[src/rtl/core/y2rgb_pkg.sv]
// ----------------------------------------------------------------------------
// y2rgb_pkg
// Shared constants and types for the YUYV 4:2:2 to RGB converter.
// ----------------------------------------------------------------------------
package y2rgb_pkg;

  localparam int COEF_FRAC_BITS = 16;
  // Largest coefficient is below 4.0, so two integer bits suffice.
  localparam int COEF_W = COEF_FRAC_BITS + 2;
  // Sums stay below 1024 in magnitude before the fraction bits.
  localparam int SUM_W  = COEF_FRAC_BITS + 12;

  typedef logic signed [COEF_W:0]  coef_t;
  typedef logic signed [SUM_W-1:0] sum_t;
  typedef logic signed [8:0]       diff_t;

  localparam longint unsigned DEC_SCALE = 64'd100000;
  localparam longint unsigned DEC_HALF  = 64'd50000;

  // Coefficients rounded half up to COEF_FRAC_BITS fraction bits.
  localparam coef_t COEF_RV =
    coef_t'(((64'd113983 << COEF_FRAC_BITS) + DEC_HALF) / DEC_SCALE);
  localparam coef_t COEF_GU =
    coef_t'(((64'd39465 << COEF_FRAC_BITS) + DEC_HALF) / DEC_SCALE);
  localparam coef_t COEF_GV =
    coef_t'(((64'd58060 << COEF_FRAC_BITS) + DEC_HALF) / DEC_SCALE);
  localparam coef_t COEF_BU =
    coef_t'(((64'd203211 << COEF_FRAC_BITS) + DEC_HALF) / DEC_SCALE);

  localparam diff_t CHROMA_MID = 9'sd128;

  localparam logic ORDER_RGB = 1'b0;
  localparam logic ORDER_BGR = 1'b1;

  typedef struct packed {
    sum_t rv;
    sum_t gu;
    sum_t gv;
    sum_t bu;
  } chroma_prod_t;

  typedef struct packed {
    logic [7:0] r;
    logic [7:0] g;
    logic [7:0] b;
  } pixel_t;

endpackage

[src/rtl/core/y2rgb_chroma.sv]
// ----------------------------------------------------------------------------
// y2rgb_chroma
// Shared chroma stage: four coefficient products of the centered U/V pair.
// ----------------------------------------------------------------------------
module y2rgb_chroma (
  input  logic                     clk,
  input  logic                     load,
  input  logic [7:0]               chroma_blue,
  input  logic [7:0]               chroma_red,
  output y2rgb_pkg::chroma_prod_t  prod
);

  y2rgb_pkg::diff_t du;
  y2rgb_pkg::diff_t dv;

  assign du = y2rgb_pkg::diff_t'({1'b0, chroma_blue}) - y2rgb_pkg::CHROMA_MID;
  assign dv = y2rgb_pkg::diff_t'({1'b0, chroma_red}) - y2rgb_pkg::CHROMA_MID;

  always_ff @(posedge clk) begin
    if (load) begin
      prod.rv <= y2rgb_pkg::sum_t'(y2rgb_pkg::COEF_RV) * y2rgb_pkg::sum_t'(dv);
      prod.gu <= y2rgb_pkg::sum_t'(y2rgb_pkg::COEF_GU) * y2rgb_pkg::sum_t'(du);
      prod.gv <= y2rgb_pkg::sum_t'(y2rgb_pkg::COEF_GV) * y2rgb_pkg::sum_t'(dv);
      prod.bu <= y2rgb_pkg::sum_t'(y2rgb_pkg::COEF_BU) * y2rgb_pkg::sum_t'(du);
    end
  end

endmodule

[src/rtl/core/y2rgb_lane.sv]
// ----------------------------------------------------------------------------
// y2rgb_lane
// One pixel lane: adds/subtracts chroma products to scaled luma, truncates, clamps.
// ----------------------------------------------------------------------------
module y2rgb_lane (
  input  logic                     clk,
  input  logic                     load,
  input  logic [7:0]               luma,
  input  y2rgb_pkg::chroma_prod_t  prod,
  output y2rgb_pkg::pixel_t        pixel
);

  y2rgb_pkg::sum_t ys;
  y2rgb_pkg::sum_t sum_r;
  y2rgb_pkg::sum_t sum_g;
  y2rgb_pkg::sum_t sum_b;

  // Negative -> 0, else drop fraction bits and saturate at 255.
  function automatic logic [7:0] clamp_q(input y2rgb_pkg::sum_t s);
    logic [7:0] res;
    if (s[y2rgb_pkg::SUM_W-1]) begin
      res = 8'd0;
    end else if (|s[y2rgb_pkg::SUM_W-2:y2rgb_pkg::COEF_FRAC_BITS+8]) begin
      res = 8'd255;
    end else begin
      res = s[y2rgb_pkg::COEF_FRAC_BITS+7:y2rgb_pkg::COEF_FRAC_BITS];
    end
    return res;
  endfunction

  assign ys    = y2rgb_pkg::sum_t'({luma, {y2rgb_pkg::COEF_FRAC_BITS{1'b0}}});
  assign sum_r = ys + prod.rv;
  assign sum_g = ys - prod.gu - prod.gv;
  assign sum_b = ys + prod.bu;

  always_ff @(posedge clk) begin
    if (load) begin
      pixel.r <= clamp_q(sum_r);
      pixel.g <= clamp_q(sum_g);
      pixel.b <= clamp_q(sum_b);
    end
  end

endmodule

[src/rtl/core/yuyv422_to_rgb_converter.sv]
// ----------------------------------------------------------------------------
// yuyv422_to_rgb_converter
// YUYV 4:2:2 macropixel to two RGB/BGR pixels, BT.601-style coefficients.
// ----------------------------------------------------------------------------
// Throughput: one macropixel per cycle while the output is not stalled; a
// shared chroma product stage feeds two pixel lanes, then an output
// register that does the channel ordering. Each stage holds while its
// successor is full and stalled, so bubbles are absorbed.
// Reset: synchronous, clears the stage valids; channel_order resets to BGR.
module yuyv422_to_rgb_converter (
  input  logic        clk,
  input  logic        rst,
  input  logic        cfg_wr_en,
  input  logic        cfg_wr_data,   // channel_order
  input  logic        s_tvalid,
  output logic        s_tready,
  // luma_first[7:0], chroma_blue[15:8], luma_second[23:16], chroma_red[31:24]
  input  logic [31:0] s_tdata,
  input  logic        s_tlast,       // frame_end_in
  output logic        m_tvalid,
  input  logic        m_tready,
  // first_c0[7:0], first_c1[15:8], first_c2[23:16],
  // second_c0[31:24], second_c1[39:32], second_c2[47:40]
  output logic [47:0] m_tdata,
  output logic        m_tlast        // frame_end_out
);

  logic channel_order;
  logic v1;
  logic v2;
  logic en1;
  logic en2;
  logic en3;

  logic [7:0] y0_s1;
  logic [7:0] y1_s1;
  logic       last_s1;
  logic       last_s2;

  y2rgb_pkg::chroma_prod_t prod;
  y2rgb_pkg::pixel_t       px_first;
  y2rgb_pkg::pixel_t       px_second;

  always_ff @(posedge clk) begin
    if (rst) begin
      channel_order <= y2rgb_pkg::ORDER_BGR;
    end else if (cfg_wr_en) begin
      channel_order <= cfg_wr_data;
    end
  end

  // A stage loads when it is empty or its successor is taking its item.
  assign en3      = !m_tvalid || m_tready;
  assign en2      = !v2 || en3;
  assign en1      = !v1 || en2;
  assign s_tready = en1;

  always_ff @(posedge clk) begin
    if (rst) begin
      v1       <= 1'b0;
      v2       <= 1'b0;
      m_tvalid <= 1'b0;
    end else begin
      if (en1) begin
        v1 <= s_tvalid;
      end
      if (en2) begin
        v2 <= v1;
      end
      if (en3) begin
        m_tvalid <= v2;
      end
    end
  end

  always_ff @(posedge clk) begin
    if (en1) begin
      y0_s1   <= s_tdata[7:0];
      y1_s1   <= s_tdata[23:16];
      last_s1 <= s_tlast;
    end
    if (en2) begin
      last_s2 <= last_s1;
    end
  end

  y2rgb_chroma u_chroma (
    .clk         (clk),
    .load        (en1),
    .chroma_blue (s_tdata[15:8]),
    .chroma_red  (s_tdata[31:24]),
    .prod        (prod)
  );

  y2rgb_lane u_lane_first (
    .clk   (clk),
    .load  (en2),
    .luma  (y0_s1),
    .prod  (prod),
    .pixel (px_first)
  );

  y2rgb_lane u_lane_second (
    .clk   (clk),
    .load  (en2),
    .luma  (y1_s1),
    .prod  (prod),
    .pixel (px_second)
  );

  // Merge: pack both pixels in the selected channel order.
  always_ff @(posedge clk) begin
    if (en3) begin
      m_tlast        <= last_s2;
      m_tdata[15:8]  <= px_first.g;
      m_tdata[39:32] <= px_second.g;
      if (channel_order == y2rgb_pkg::ORDER_BGR) begin
        m_tdata[7:0]   <= px_first.b;
        m_tdata[23:16] <= px_first.r;
        m_tdata[31:24] <= px_second.b;
        m_tdata[47:40] <= px_second.r;
      end else begin
        m_tdata[7:0]   <= px_first.r;
        m_tdata[23:16] <= px_first.b;
        m_tdata[31:24] <= px_second.r;
        m_tdata[47:40] <= px_second.b;
      end
    end
  end

  // Input may only stall when every stage is full and the output is held.
  a_stall_only_full: assert property (@(posedge clk) disable iff (rst)
    !s_tready |-> (v1 && v2 && m_tvalid && !m_tready))
    else $error("input stalled with room in the pipeline");

  // An accepted item occupies the first stage on the next cycle.
  a_accept_fills: assert property (@(posedge clk) disable iff (rst)
    (s_tvalid && s_tready) |=> v1)
    else $error("accepted item lost at first stage");

  // A held result must stay valid until taken.
  a_result_held: assert property (@(posedge clk) disable iff (rst)
    (m_tvalid && !m_tready) |=> (m_tvalid && $stable(m_tdata) && $stable(m_tlast)))
    else $error("pending result dropped or changed");

endmodule

[config.mk]
export PLATFORM = sky130hd
export DESIGN_NAME = yuyv422_to_rgb_converter
export DESIGN_NICKNAME = d
export VERILOG_FILES = /design/src/rtl/core/y2rgb_pkg.sv /design/src/rtl/core/y2rgb_chroma.sv /design/src/rtl/core/y2rgb_lane.sv /design/src/rtl/core/yuyv422_to_rgb_converter.sv
export SDC_FILE = /design/constraint.sdc
export NUM_CORES = 1
export LEC_CHECK = 0
export BUFFER_PORTS_ARGS = -buffer_cell sky130_fd_sc_hd__buf_2
export CAP_MARGIN = 15
export CORE_ASPECT_RATIO = 0.7
export CORE_MARGIN = 5
export CORE_UTILIZATION = 65
export DETAILED_ROUTE_END_ITERATION = 7
export HOLD_SLACK_MARGIN = 0.15
export PLACE_DENSITY = 0.85
export SETUP_SLACK_MARGIN = 0.02
export SLEW_MARGIN = 20
export SYNTH_ARGS = -nofsm -noshare
export SYNTH_HDL_FRONTEND = slang
export SYNTH_HIERARCHICAL = 1
export SYNTH_SLANG_ARGS = --single-unit
[constraint.sdc]
create_clock -name clk -period 18 [get_ports clk]
set_clock_uncertainty 0.15 [all_clocks]
set_input_delay 3.6 -clock clk [delete_from_list [all_inputs] [get_ports clk]]
set_output_delay 3.6 -clock clk [all_outputs]
set_load 0.05 [all_outputs]
# ---- Word-level counts from Yosys, hierarchy flattened
# Cells that the tools add are included.
dict set report classes {
  n_addsub 10
  multipliers 4
  muxes 9
  reduce_logical 12
}
# op count
set ops {}
lappend ops {{25-bit by 28-bit adder with 28-bit output} 4}
lappend ops {{16-bit by 9-bit multiplier with 25-bit output, first input constant} 3}
lappend ops {{8-bit 2-to-1 mux} 8}
lappend ops {{25-bit by 28-bit subtractor with 28-bit output} 2}
lappend ops {{28-bit subtractor} 2}
lappend ops {{13-bit by 9-bit multiplier with 22-bit output, first input constant} 1}
lappend ops {{3-bit OR reduction} 6}
lappend ops {{8-bit by 8-bit subtractor with 9-bit output, second input constant} 2}
lappend ops {{16-bit 2-to-1 mux} 1}
lappend ops {{1-bit logical NOT} 3}
lappend ops {{1-bit logical OR} 3}
dict set report word_totals {
  regBits 222
  in_bits 39
  output_inout_bits 51
}

# ---- Depth between registers and ports, before layout
# Gate-level depths: netlist (run 1).
dict set report depth {
  ltp_word 4
  ltp_mapped 17
  ltp_nobuf 17
}

# ---- Cells and area by module
# Netlist (run 1), hierarchy kept.
# mod n_inst cells_each area_each_um2 seq_area_each_um2
set modules_own_cells {}
lappend modules_own_cells {y2rgb_chroma 1 964 10456.3 2852.7}
lappend modules_own_cells {{y2rgb_lane (u_lane_first)} 1 377 3321.9 720.7}
lappend modules_own_cells {{y2rgb_lane (u_lane_second)} 1 333 3108.0 720.7}
lappend modules_own_cells {yuyv422_to_rgb_converter 1 118 2700.1 2092.0}

# ---- Least setup slack after synthesis (run 1)
# OpenSTA, ideal clock, no wires.
dict set report synth_timing {
  path_type {in2out}
  start {input m_tready}
  end {output s_tready}
  arrival_time_ns 7.181
  t_required_ns 14.250
  slack_ns 7.069
  cell_stages 1
  path_buffers 0
  path_cell_list {nand4b_1}
}
dict set report synth_via {
  elab_chain_cells 3
}
# item line
set synth_lines {}
lappend synth_lines {{start: declaration} yuyv422_to_rgb_converter.sv:21} ;# input logic m_tready,
lappend synth_lines {{1-bit logical OR} yuyv422_to_rgb_converter.sv:53} ;# assign en3 = !m_tvalid || m_tready;
lappend synth_lines {{1-bit logical OR} yuyv422_to_rgb_converter.sv:54} ;# assign en2 = !v2 || en3;
lappend synth_lines {{1-bit logical OR} yuyv422_to_rgb_converter.sv:55} ;# assign en1 = !v1 || en2;
lappend synth_lines {{end: declaration} yuyv422_to_rgb_converter.sv:16} ;# output logic s_tready,
# Every way passes these cells.

# ---- Final worst setup path (run 1)
# Ends and elaborated chain as after synthesis.

==> impl_metrics.csv, run 1 <==
group,metric,value,unit
cts,ctsResizeCount,0,
critical_path,criticalPathCategory,"input pin to primary output",
critical_path,reg2reg_depth,11,
grt,grt_start_max_net_pins,74,
placed_design,dp_hpwl,33.9,mm
sta,period_minus_slack,8210,ps
placed_design,gp_routability_congestion,0.966,
critical_path,cp-startpoint,"m_tready",
cts,clk_path_buf_depth,2,
critical_path,cp.arrival,4460,ps
grt,antenna_found_initial,2,
die,core,28000,µm²
routing,vias,13339,
cts,numCtsBuffers,17,
routing,routed_wl,42.1,mm
worst_hold_path,hold_path_class,"register to register",
synth,synth.avg_cell_area,10.8,µm²
synth,yosysWarningCount,6,
cts,cts_sinks,189,
sta,max_freq,0.122,GHz
grt,grt_overflow,0,
routing,drtAntennaViolNets,0,
layout,syn2layout_area_growth,7.34,%
sta,timing.slew.headroom,0.306,
placed_design,portBuffers,89,
layout,post-route-util,0.712,
critical_path,reg2reg_slack,14180,ps
routing,drc_errors,0,
synth,syn_inst,1729,
routing,wl_per_cell,19.1,µm
critical_path,start_kind,"input pin",
critical_path,critPathMaxFanout,17,
cts,tritoncts,"built",
critical_path,cp-endpoint,"s_tready",
critical_path,path_cells,"buf_2 -> nand4b_1 -> buf_4 -> buf_2",
sta,tns,0,ps
die,ios,90,
layout,nets,2318,
layout,finish.instance_area,20000,µm²
sta,finalHoldViolCount,0,
flow_run,cap_violations,0,
cts,postCtsSetupRepairBufs,0,
synth,synth.cell_area,18600,µm²
routing,first_iter_violations,1047,
grt,grt_pass1_vias,13013,
die,die_y,151,µm
critical_path,r2r_end,"u_lane_first/pixel[11]",
cts,clk_pin_slew,70,ps
cts,htreeDepth,4,
power,max-vdd-ir-drop,0.102,mV
sta,setup_violations,0,
sta,rsz0062_at_grt,"false",
layout,drive_gt1_frac,0.104,
critical_path,crit_path_frequent_cell,"buf_2",
sta,tightest_slew,1040,ps
power,p_leak,9.90,nW
critical_path,r2r_start,"y0_s1[0]",
layout,diodes,0,
run_status,status,"finished, final reports clean",
cts,hold_buffers,0,
die,start_util,0.664,
sta,fin_crit_sh,0.456,
die,dieArea,32100,µm²
power,powerDensity,154,nW/µm²
grt,grt_pass1_wl,67.5,mm
cts,root_buffer,"clkbuf_16",
cts,clock_latency,460,ps
die,chipWidth,212,µm
routing,dr.pass1.iters,6,
critical_path,cp_slowest_cell,"buf_2",
critical_path,critical_path_required,14250,ps
sta,slew_viol_final,0,
critical_path,slowest_delay,360,ps
critical_path,endpoint_kind,"primary output",
placed_design,dpl-instance-area,19300,µm²
routing,via_per_inst,6.05,
die,row_count,51,
grt,grt_usage,0.269,
area by class of cell:
class                           instances  area, µm²
Tap cell                              371        464
Multi-Input combinational cell       1230      11700
Clock inverter                         14        170
Inverter                              289       1080
Clock buffer                           18        429
Fill cell                            1990       8060
Sequential cell                       189       5640
Timing Repair Buffer                   92        468
stage by stage:
| stage | setup WS [ps] | power, mW | instances | hold slack, ps |
|---|---|---|---|---|
| 3_3_place_gp | 9820 | 2.57 | 2171 | 252 |
| 3_5_place_dp | 9630 | 2.63 | 2171 | 255 |
| 6_report | 9790 | 3.07 | 2203 | 264 |
| 4_1_cts | 9790 | 3.04 | 2203 | 268 |
| 5_1_grt | 9750 | 3.30 | 2203 | 277 |
| 2_1_floorplan | 7740 | 2.20 | 1732 | 250 |
metal layers:
layer | vias up | track usage | wire length (µm)
met1 | 6354 | 0.386 | 19000
li1 | 6357 | - | -
met5 | - | 0 | 27
met3 | 77 | 0.0531 | 3510
met4 | 4 | 0.0760 | 945
met2 | 547 | 0.419 | 18600
report_power, final:
| group | switching (mW) | internal [mW] | leakage, nW |
|---|---|---|---|
| clock network | 0.188 | 0.199 | 0.287 |
| registers | 0.0910 | 0.674 | 2.00 |
| logic | 1.16 | 0.758 | 7.62 |
worst max-delay path: cells and delay by family:
kind          cells  cell delay [ps]
buf+inv           3              730
simple gates      1              110
cell usage in the layout (no fill, tap or decap), drive strengths merged, types with 13 or more instances in the layout:
cell,n
nor3,18
nand2,39
a31oi,18
xnor2,54
o21bai,13
nor2b,15
clkbuf,18
nor2,84
mux2,32
a21o,40
ha,380
nand3,22
xor2,28
inv,296
edfxtp,185
fa,80
a211oi,16
a21oi,93
o21ai,62
nand2b,14
o21a,44
buf,92
flip-flops by register name, indices dropped and copies added, names as in the netlist:
signal and count:
u_chroma/prod 70, m_tdata 48, u_lane_first/pixel 24, u_lane_second/pixel 24, y0_s1 8, y1_s1 8, channel_order 1, last_s1 1
last_s2 1, m_tlast 1, m_tvalid 1, v1 1, v2 1
worst min-delay path by stage:
stage,start,end,slack (ps),depth (start not counted)
CTS,u_lane_first/pixel[10],m_tdata[10],270,0
detailed placement,u_lane_second/pixel[12],m_tdata[36],250,0
finish,u_lane_second/pixel[12],m_tdata[36],260,0
floorplan,last_s1,last_s2,250,0
global route,u_lane_first/pixel[14],m_tdata[14],280,0
global placement,u_lane_first/pixel[13],m_tdata[13],250,0
Power figures use the tool's default switching activity.
==> inputs of run 2 (changes only) <==
Settings changed: ABC_AREA set to 1, PLACE_DENSITY 0.85 to 0.84.
Clock period 18 ns to 8.05 ns, I/O delays scaled along.
==> impl_metrics.csv, run 2 <==
group,metric,value,unit
power,max-vdd-ir-drop,0.304,mV
cts,clk_path_buf_depth,2,
sta,tns,0,ps
synth,synth.avg_cell_area,8.12,µm²
layout,drive_gt1_frac,0.0732,
critical_path,endpoint_kind,"register",
layout,top_regs,"u_chroma/prod (70), m_tdata (48)",
cts,cts_sinks,189,
sta,timing.slew.headroom,0.499,
critical_path,critPathMaxFanout,10,
worst_hold_path,hold_path_class,"register to register",
sta,period_minus_slack,5600,ps
routing,first_iter_violations,1738,
die,core,31100,µm²
placed_design,dpl-instance-area,21300,µm²
sta,finalHoldViolCount,0,
sta,max_freq,0.179,GHz
cts,root_buffer,"clkbuf_16",
grt,met1_usage,0.442,
grt,grt_start_max_net_pins,61,
sta,setup_violations,0,
placed_design,dp_hpwl,43.8,mm
placed_design,portBuffers,89,
routing,drc_errors,0,
routing,wl_per_cell,17.0,µm
routing,routed_wl,51.7,mm
cts,postCtsSetupRepairBufs,0,
grt,antenna_found_initial,0,
grt,grt_usage,0.297,
grt,grt_busiest_layer,"met2",
layout,syn2layout_area_growth,7.65,%
routing,vias,16905,
synth,syn_inst,2514,
grt,grt_overflow,0,
critical_path,critical_path_required,8100,ps
power,powerDensity,350,nW/µm²
power,p_total,7.69,mW
layout,diodes,0,
layout,top_register,"u_chroma/prod",
placed_design,pre_cts_ws,2070,ps
cts,numCtsBuffers,17,
die,row_count,54,
layout,post-route-util,0.707,
critical_path,cp_slowest_cell,"fa_1",
layout,final_cell_mix,"nand2_1, inv_1, ha_1",
flow_run,cap_violations,0,
cts,clock_latency,460,ps
grt,grtUsageMet2,0.466,
cts,tritoncts,"built",
power,p_leak,12.1,nW
critical_path,criticalPathCategory,"input pin to register",
grt,grt_pass1_vias,16422,
grt,grt_pass1_wl,83.6,mm
layout,nets,3109,
sta,slew_viol_final,0,
synth,yosysWarningCount,6,
sta,rsz0062_at_grt,"false",
die,chipWidth,222,µm
routing,drtAntennaViolNets,0,
run_status,status,"finished, final reports clean",
sta,tightest_slew,751,ps
cts,ctsResizeCount,0,
cts,hold_buffers,0,
synth,synth.cell_area,20400,µm²
die,die_y,158,µm
critical_path,cp.arrival,5650,ps
placed_design,placedCellCount,3011,
die,ios,90,
die,dieArea,35100,µm²
grt,grtUsageMet3,0.0516,
placed_design,gp_routability_congestion,0.990,
critical_path,slowest_delay,560,ps
die,start_util,0.657,
cts,htreeDepth,4,
cts,clk_pin_slew,80,ps
routing,via_per_inst,5.56,
sta,worst_slack,2450,ps
layout,largest_reg_flops,70,
routing,dr.pass1.iters,6,
layout,finalNonFillerCells,3043,
critical_path,crit_path_frequent_cell,"nand2_1",
layout,finish.instance_area,22000,µm²
critical_path,start_kind,"input pin",
critical_path,path_cells,"buf_2 -> inv_1 -> ha_1 -> inv_1 -> ha_1 -> fa_1 -> fa_1 -> inv_1 -> fa_1 -> inv_1 -> ha_1 -> nand2_1 -> nand2_1 -> nand2_1 -> nand2_1 -> nand2_1 -> nand3_1 -> nand2_1 -> nand2_1 -> nand2_1 -> nand2_1",
sta,timing.hold.ws,275,ps
layout,final_common_cell,"nand2_1",
sta,fin_crit_sh,0.695,
run 2: cell type report:
class,instances,area (µm²)
multi-input combinational,1789,12700
sequential,189,5640
clock buffer,17,425
inverter,520,1950
timing repair buffer,93,475
tap,420,526
fill,2477,9100
clock inverter,15,231
run 2: worst paths after layout:
kind | slack [ps] | end | cells past startpoint | from
min reg2reg | 280 | m_tdata[37] | 0 | u_lane_second/pixel[13]
min | 280 | m_tdata[37] | 0 | u_lane_second/pixel[13]
max | 2450 | u_chroma/prod[105] | 21 | s_tdata[31]
max reg2reg | 4830 | u_lane_second/pixel[14] | 13 | y1_s1[5]
run 2: worst max-delay path: cells and delay by family:
family,cells,cell delay [ps]
adder cells (fa/ha/maj),6,2510
AND/OR/NAND/NOR,10,820
buffers and inverters,5,720
run 2: where the power goes:
part / total (mW) / internal, mW / switching, mW
registers: 1.72 / 1.50 / 0.225
clock network: 0.912 / 0.443 / 0.469
logic: 5.05 / 1.69 / 3.36
run 2: metal layers:
metal	wire length, µm	share of wire	vias up
met3	3690	0.071	48
met5	0	0	-
met2	22300	0.43	590
met1	25100	0.49	7926
met4	655	0.013	0
li1	-	-	8341
==> inputs of run 3 (changes only) <==
Clock period 8.05 ns to 5.76 ns, I/O delays scaled along.
==> impl_metrics.csv, run 3 (synthesis gave the netlist of run 2 again) <==
group,metric,value,unit
placed_design,dpl-instance-area,21300,µm²
cts,htreeDepth,4,
die,die_y,158,µm
power,max-vdd-ir-drop,0.405,mV
placed_design,dp_hpwl,44.3,mm
routing,via_per_inst,5.62,
critical_path,r2r_end,"u_lane_first/pixel[9]",
sta,slew_viol_final,0,
sta,worst_slack,818,ps
worst_hold_path,holdPathEnd,"m_tdata[14]",
routing,wl_per_cell,17.4,µm
worst_hold_path,holdPathStages,0,
layout,top_register,"u_chroma/prod",
power,p_leak,12.1,nW
power,powerDensity,491,nW/µm²
sta,tightest_slew,1050,ps
layout,nets,3109,
routing,drc_errors,0,
grt,antenna_found_initial,0,
layout,top_regs,"u_chroma/prod (70), m_tdata (48)",
worst_hold_path,hold_path_class,"register to register",
critical_path,reg2reg_depth,14,
critical_path,cp.arrival,5000,ps
worst_hold_path,min-delay-start,"u_lane_first/pixel[14]",
layout,final_cell_mix,"nand2_1, inv_1, ha_1",
critical_path,endpoint_kind,"register",
critical_path,path_cells,"buf_2 -> inv_1 -> buf_4 -> ha_1 -> ha_1 -> inv_1 -> fa_1 -> inv_1 -> fa_1 -> ha_1 -> ha_1 -> nand2_1 -> inv_1 -> nand2_1 -> nand2_1 -> nand2_1 -> nand3_2 -> nand2_1 -> nand2_1 -> nand2_1 -> nand2_1",
sta,rsz0062_at_grt,"false",
power,p_sw,5.70,mW
power,seq_power_share,0.223,
sta,finalHoldViolCount,0,
die,start_util,0.657,
grt,grt_pass1_vias,16599,
die,core,31100,µm²
grt,grt_busiest_layer,"met2",
critical_path,critPathMaxFanout,9,
layout,finalNonFillerCells,3043,
grt,grt_start_max_net_pins,81,
sta,fin_crit_sh,0.858,
grt,grtUsageMet2,0.474,
critical_path,critical_path_required,5820,ps
die,ios,90,
grt,grt_usage,0.306,
die,chipWidth,222,µm
layout,drive_gt1_frac,0.0732,
die,dieArea,35100,µm²
cts,hold_buffers,0,
cts,tritoncts,"built",
routing,dr.pass1.iters,6,
layout,diodes,0,
placed_design,gp_routability_congestion,1.00,
critical_path,criticalPathCategory,"input pin to register",
die,row_count,54,
layout,final_common_cell,"nand2_1",
grt,grtUsageMet3,0.0669,
layout,syn2layout_area_growth,7.59,%
grt,grt_overflow,0,
power,swShare,0.529,
grt,met1_usage,0.442,
sta,setup_violations,0,
power,p_comb_frac,0.658,
sta,timing.slew.headroom,0.301,
critical_path,crit_path_frequent_cell,"nand2_1",
routing,routed_wl,53.1,mm
sta,tns,0,ps
layout,finish.instance_area,22000,µm²
critical_path,cp_slowest_cell,"fa_1",
cts,root_buffer,"clkbuf_16",
cts,clock_latency,460,ps
routing,first_iter_violations,1736,
sta,timing.hold.ws,273,ps
critical_path,start_kind,"input pin",
run_status,status,"finished, final reports clean",
routing,vias,17116,
cts,clk_pin_slew,80,ps
cts,clk_path_buf_depth,2,
critical_path,cp-startpoint,"s_tdata[31]",
placed_design,placedCellCount,3011,
routing,drtAntennaViolNets,0,
grt,grt_pass1_wl,85.4,mm
critical_path,slowest_delay,550,ps
critical_path,reg2reg_slack,2490,ps
placed_design,portBuffers,89,
power,clkPwrFrac,0.119,
sta,period_minus_slack,4940,ps
layout,largest_reg_flops,70,
critical_path,r2r_start,"y0_s1[0]",
cts,ctsResizeCount,0,
placed_design,pre_cts_ws,426,ps
cts,postCtsSetupRepairBufs,0,
cts,cts_sinks,189,
sta,max_freq,0.202,GHz
flow_run,cap_violations,0,
power,p_int,5.08,mW
cts,numCtsBuffers,17,
[run 3: changes by cell type in the layout (fill, tap and decap cells not counted)]
| cell | change |
|---|---|
| clkinv_8 | -2 |
| inv_12 | +2 |
| inv_16 | -1 |
| inv_6 | +1 |
[run 3: power groups by stage]
stage / Clock (mW) / Combinational (mW) / Sequential [mW]
5_1_grt: 1.37 / 7.88 / 2.45
2_1_floorplan: 0 / 4.73 / 2.72
4_1_cts: 1.31 / 6.94 / 2.40
6_report: 1.29 / 7.09 / 2.40
3_5_place_dp: 0 / 6.87 / 2.43
3_3_place_gp: 0 / 6.71 / 2.42
[run 3: cell type report]
cell class                      count  area, µm²
Fill cell                        2496       9110
Clock buffer                       17        425
Multi-Input combinational cell   1789      12700
Tap cell                          420        526
Inverter                          520       1950
Sequential cell                   189       5640
Timing Repair Buffer               93        475
Clock inverter                     15        220
[run 3: worst max-delay path by stage]
stage / depth (start not counted) / slack (ps) / endpoint
2_1_floorplan: 2 / 160 / last_s1
3_3_place_gp: 21 / 540 / u_chroma/prod[109]
3_5_place_dp: 21 / 430 / u_chroma/prod[105]
4_1_cts: 21 / 900 / u_chroma/prod[105]
5_1_grt: 21 / 610 / u_chroma/prod[105]
6_report: 21 / 820 / u_chroma/prod[53]
[run 3: critical path: cells and delay by family]
kind,cells,cell delay [ps]
fa+ha+maj,6,2210
simple gates,9,870
buf+inv,6,750
[run 3: metal layers]
metal	up-vias	wire length (µm)
li1	8347	-
met1	8061	24800
met4	0	1140
met3	73	4520
met5	-	0
met2	635	22600
[run 3: stage by stage]
step                power, mW  utilization
CTS                      10.6        0.707
global placement         9.13        0.686
floorplan                7.45            -
global route             11.7        0.707
detailed placement       9.30        0.686
finish                   10.8        0.707
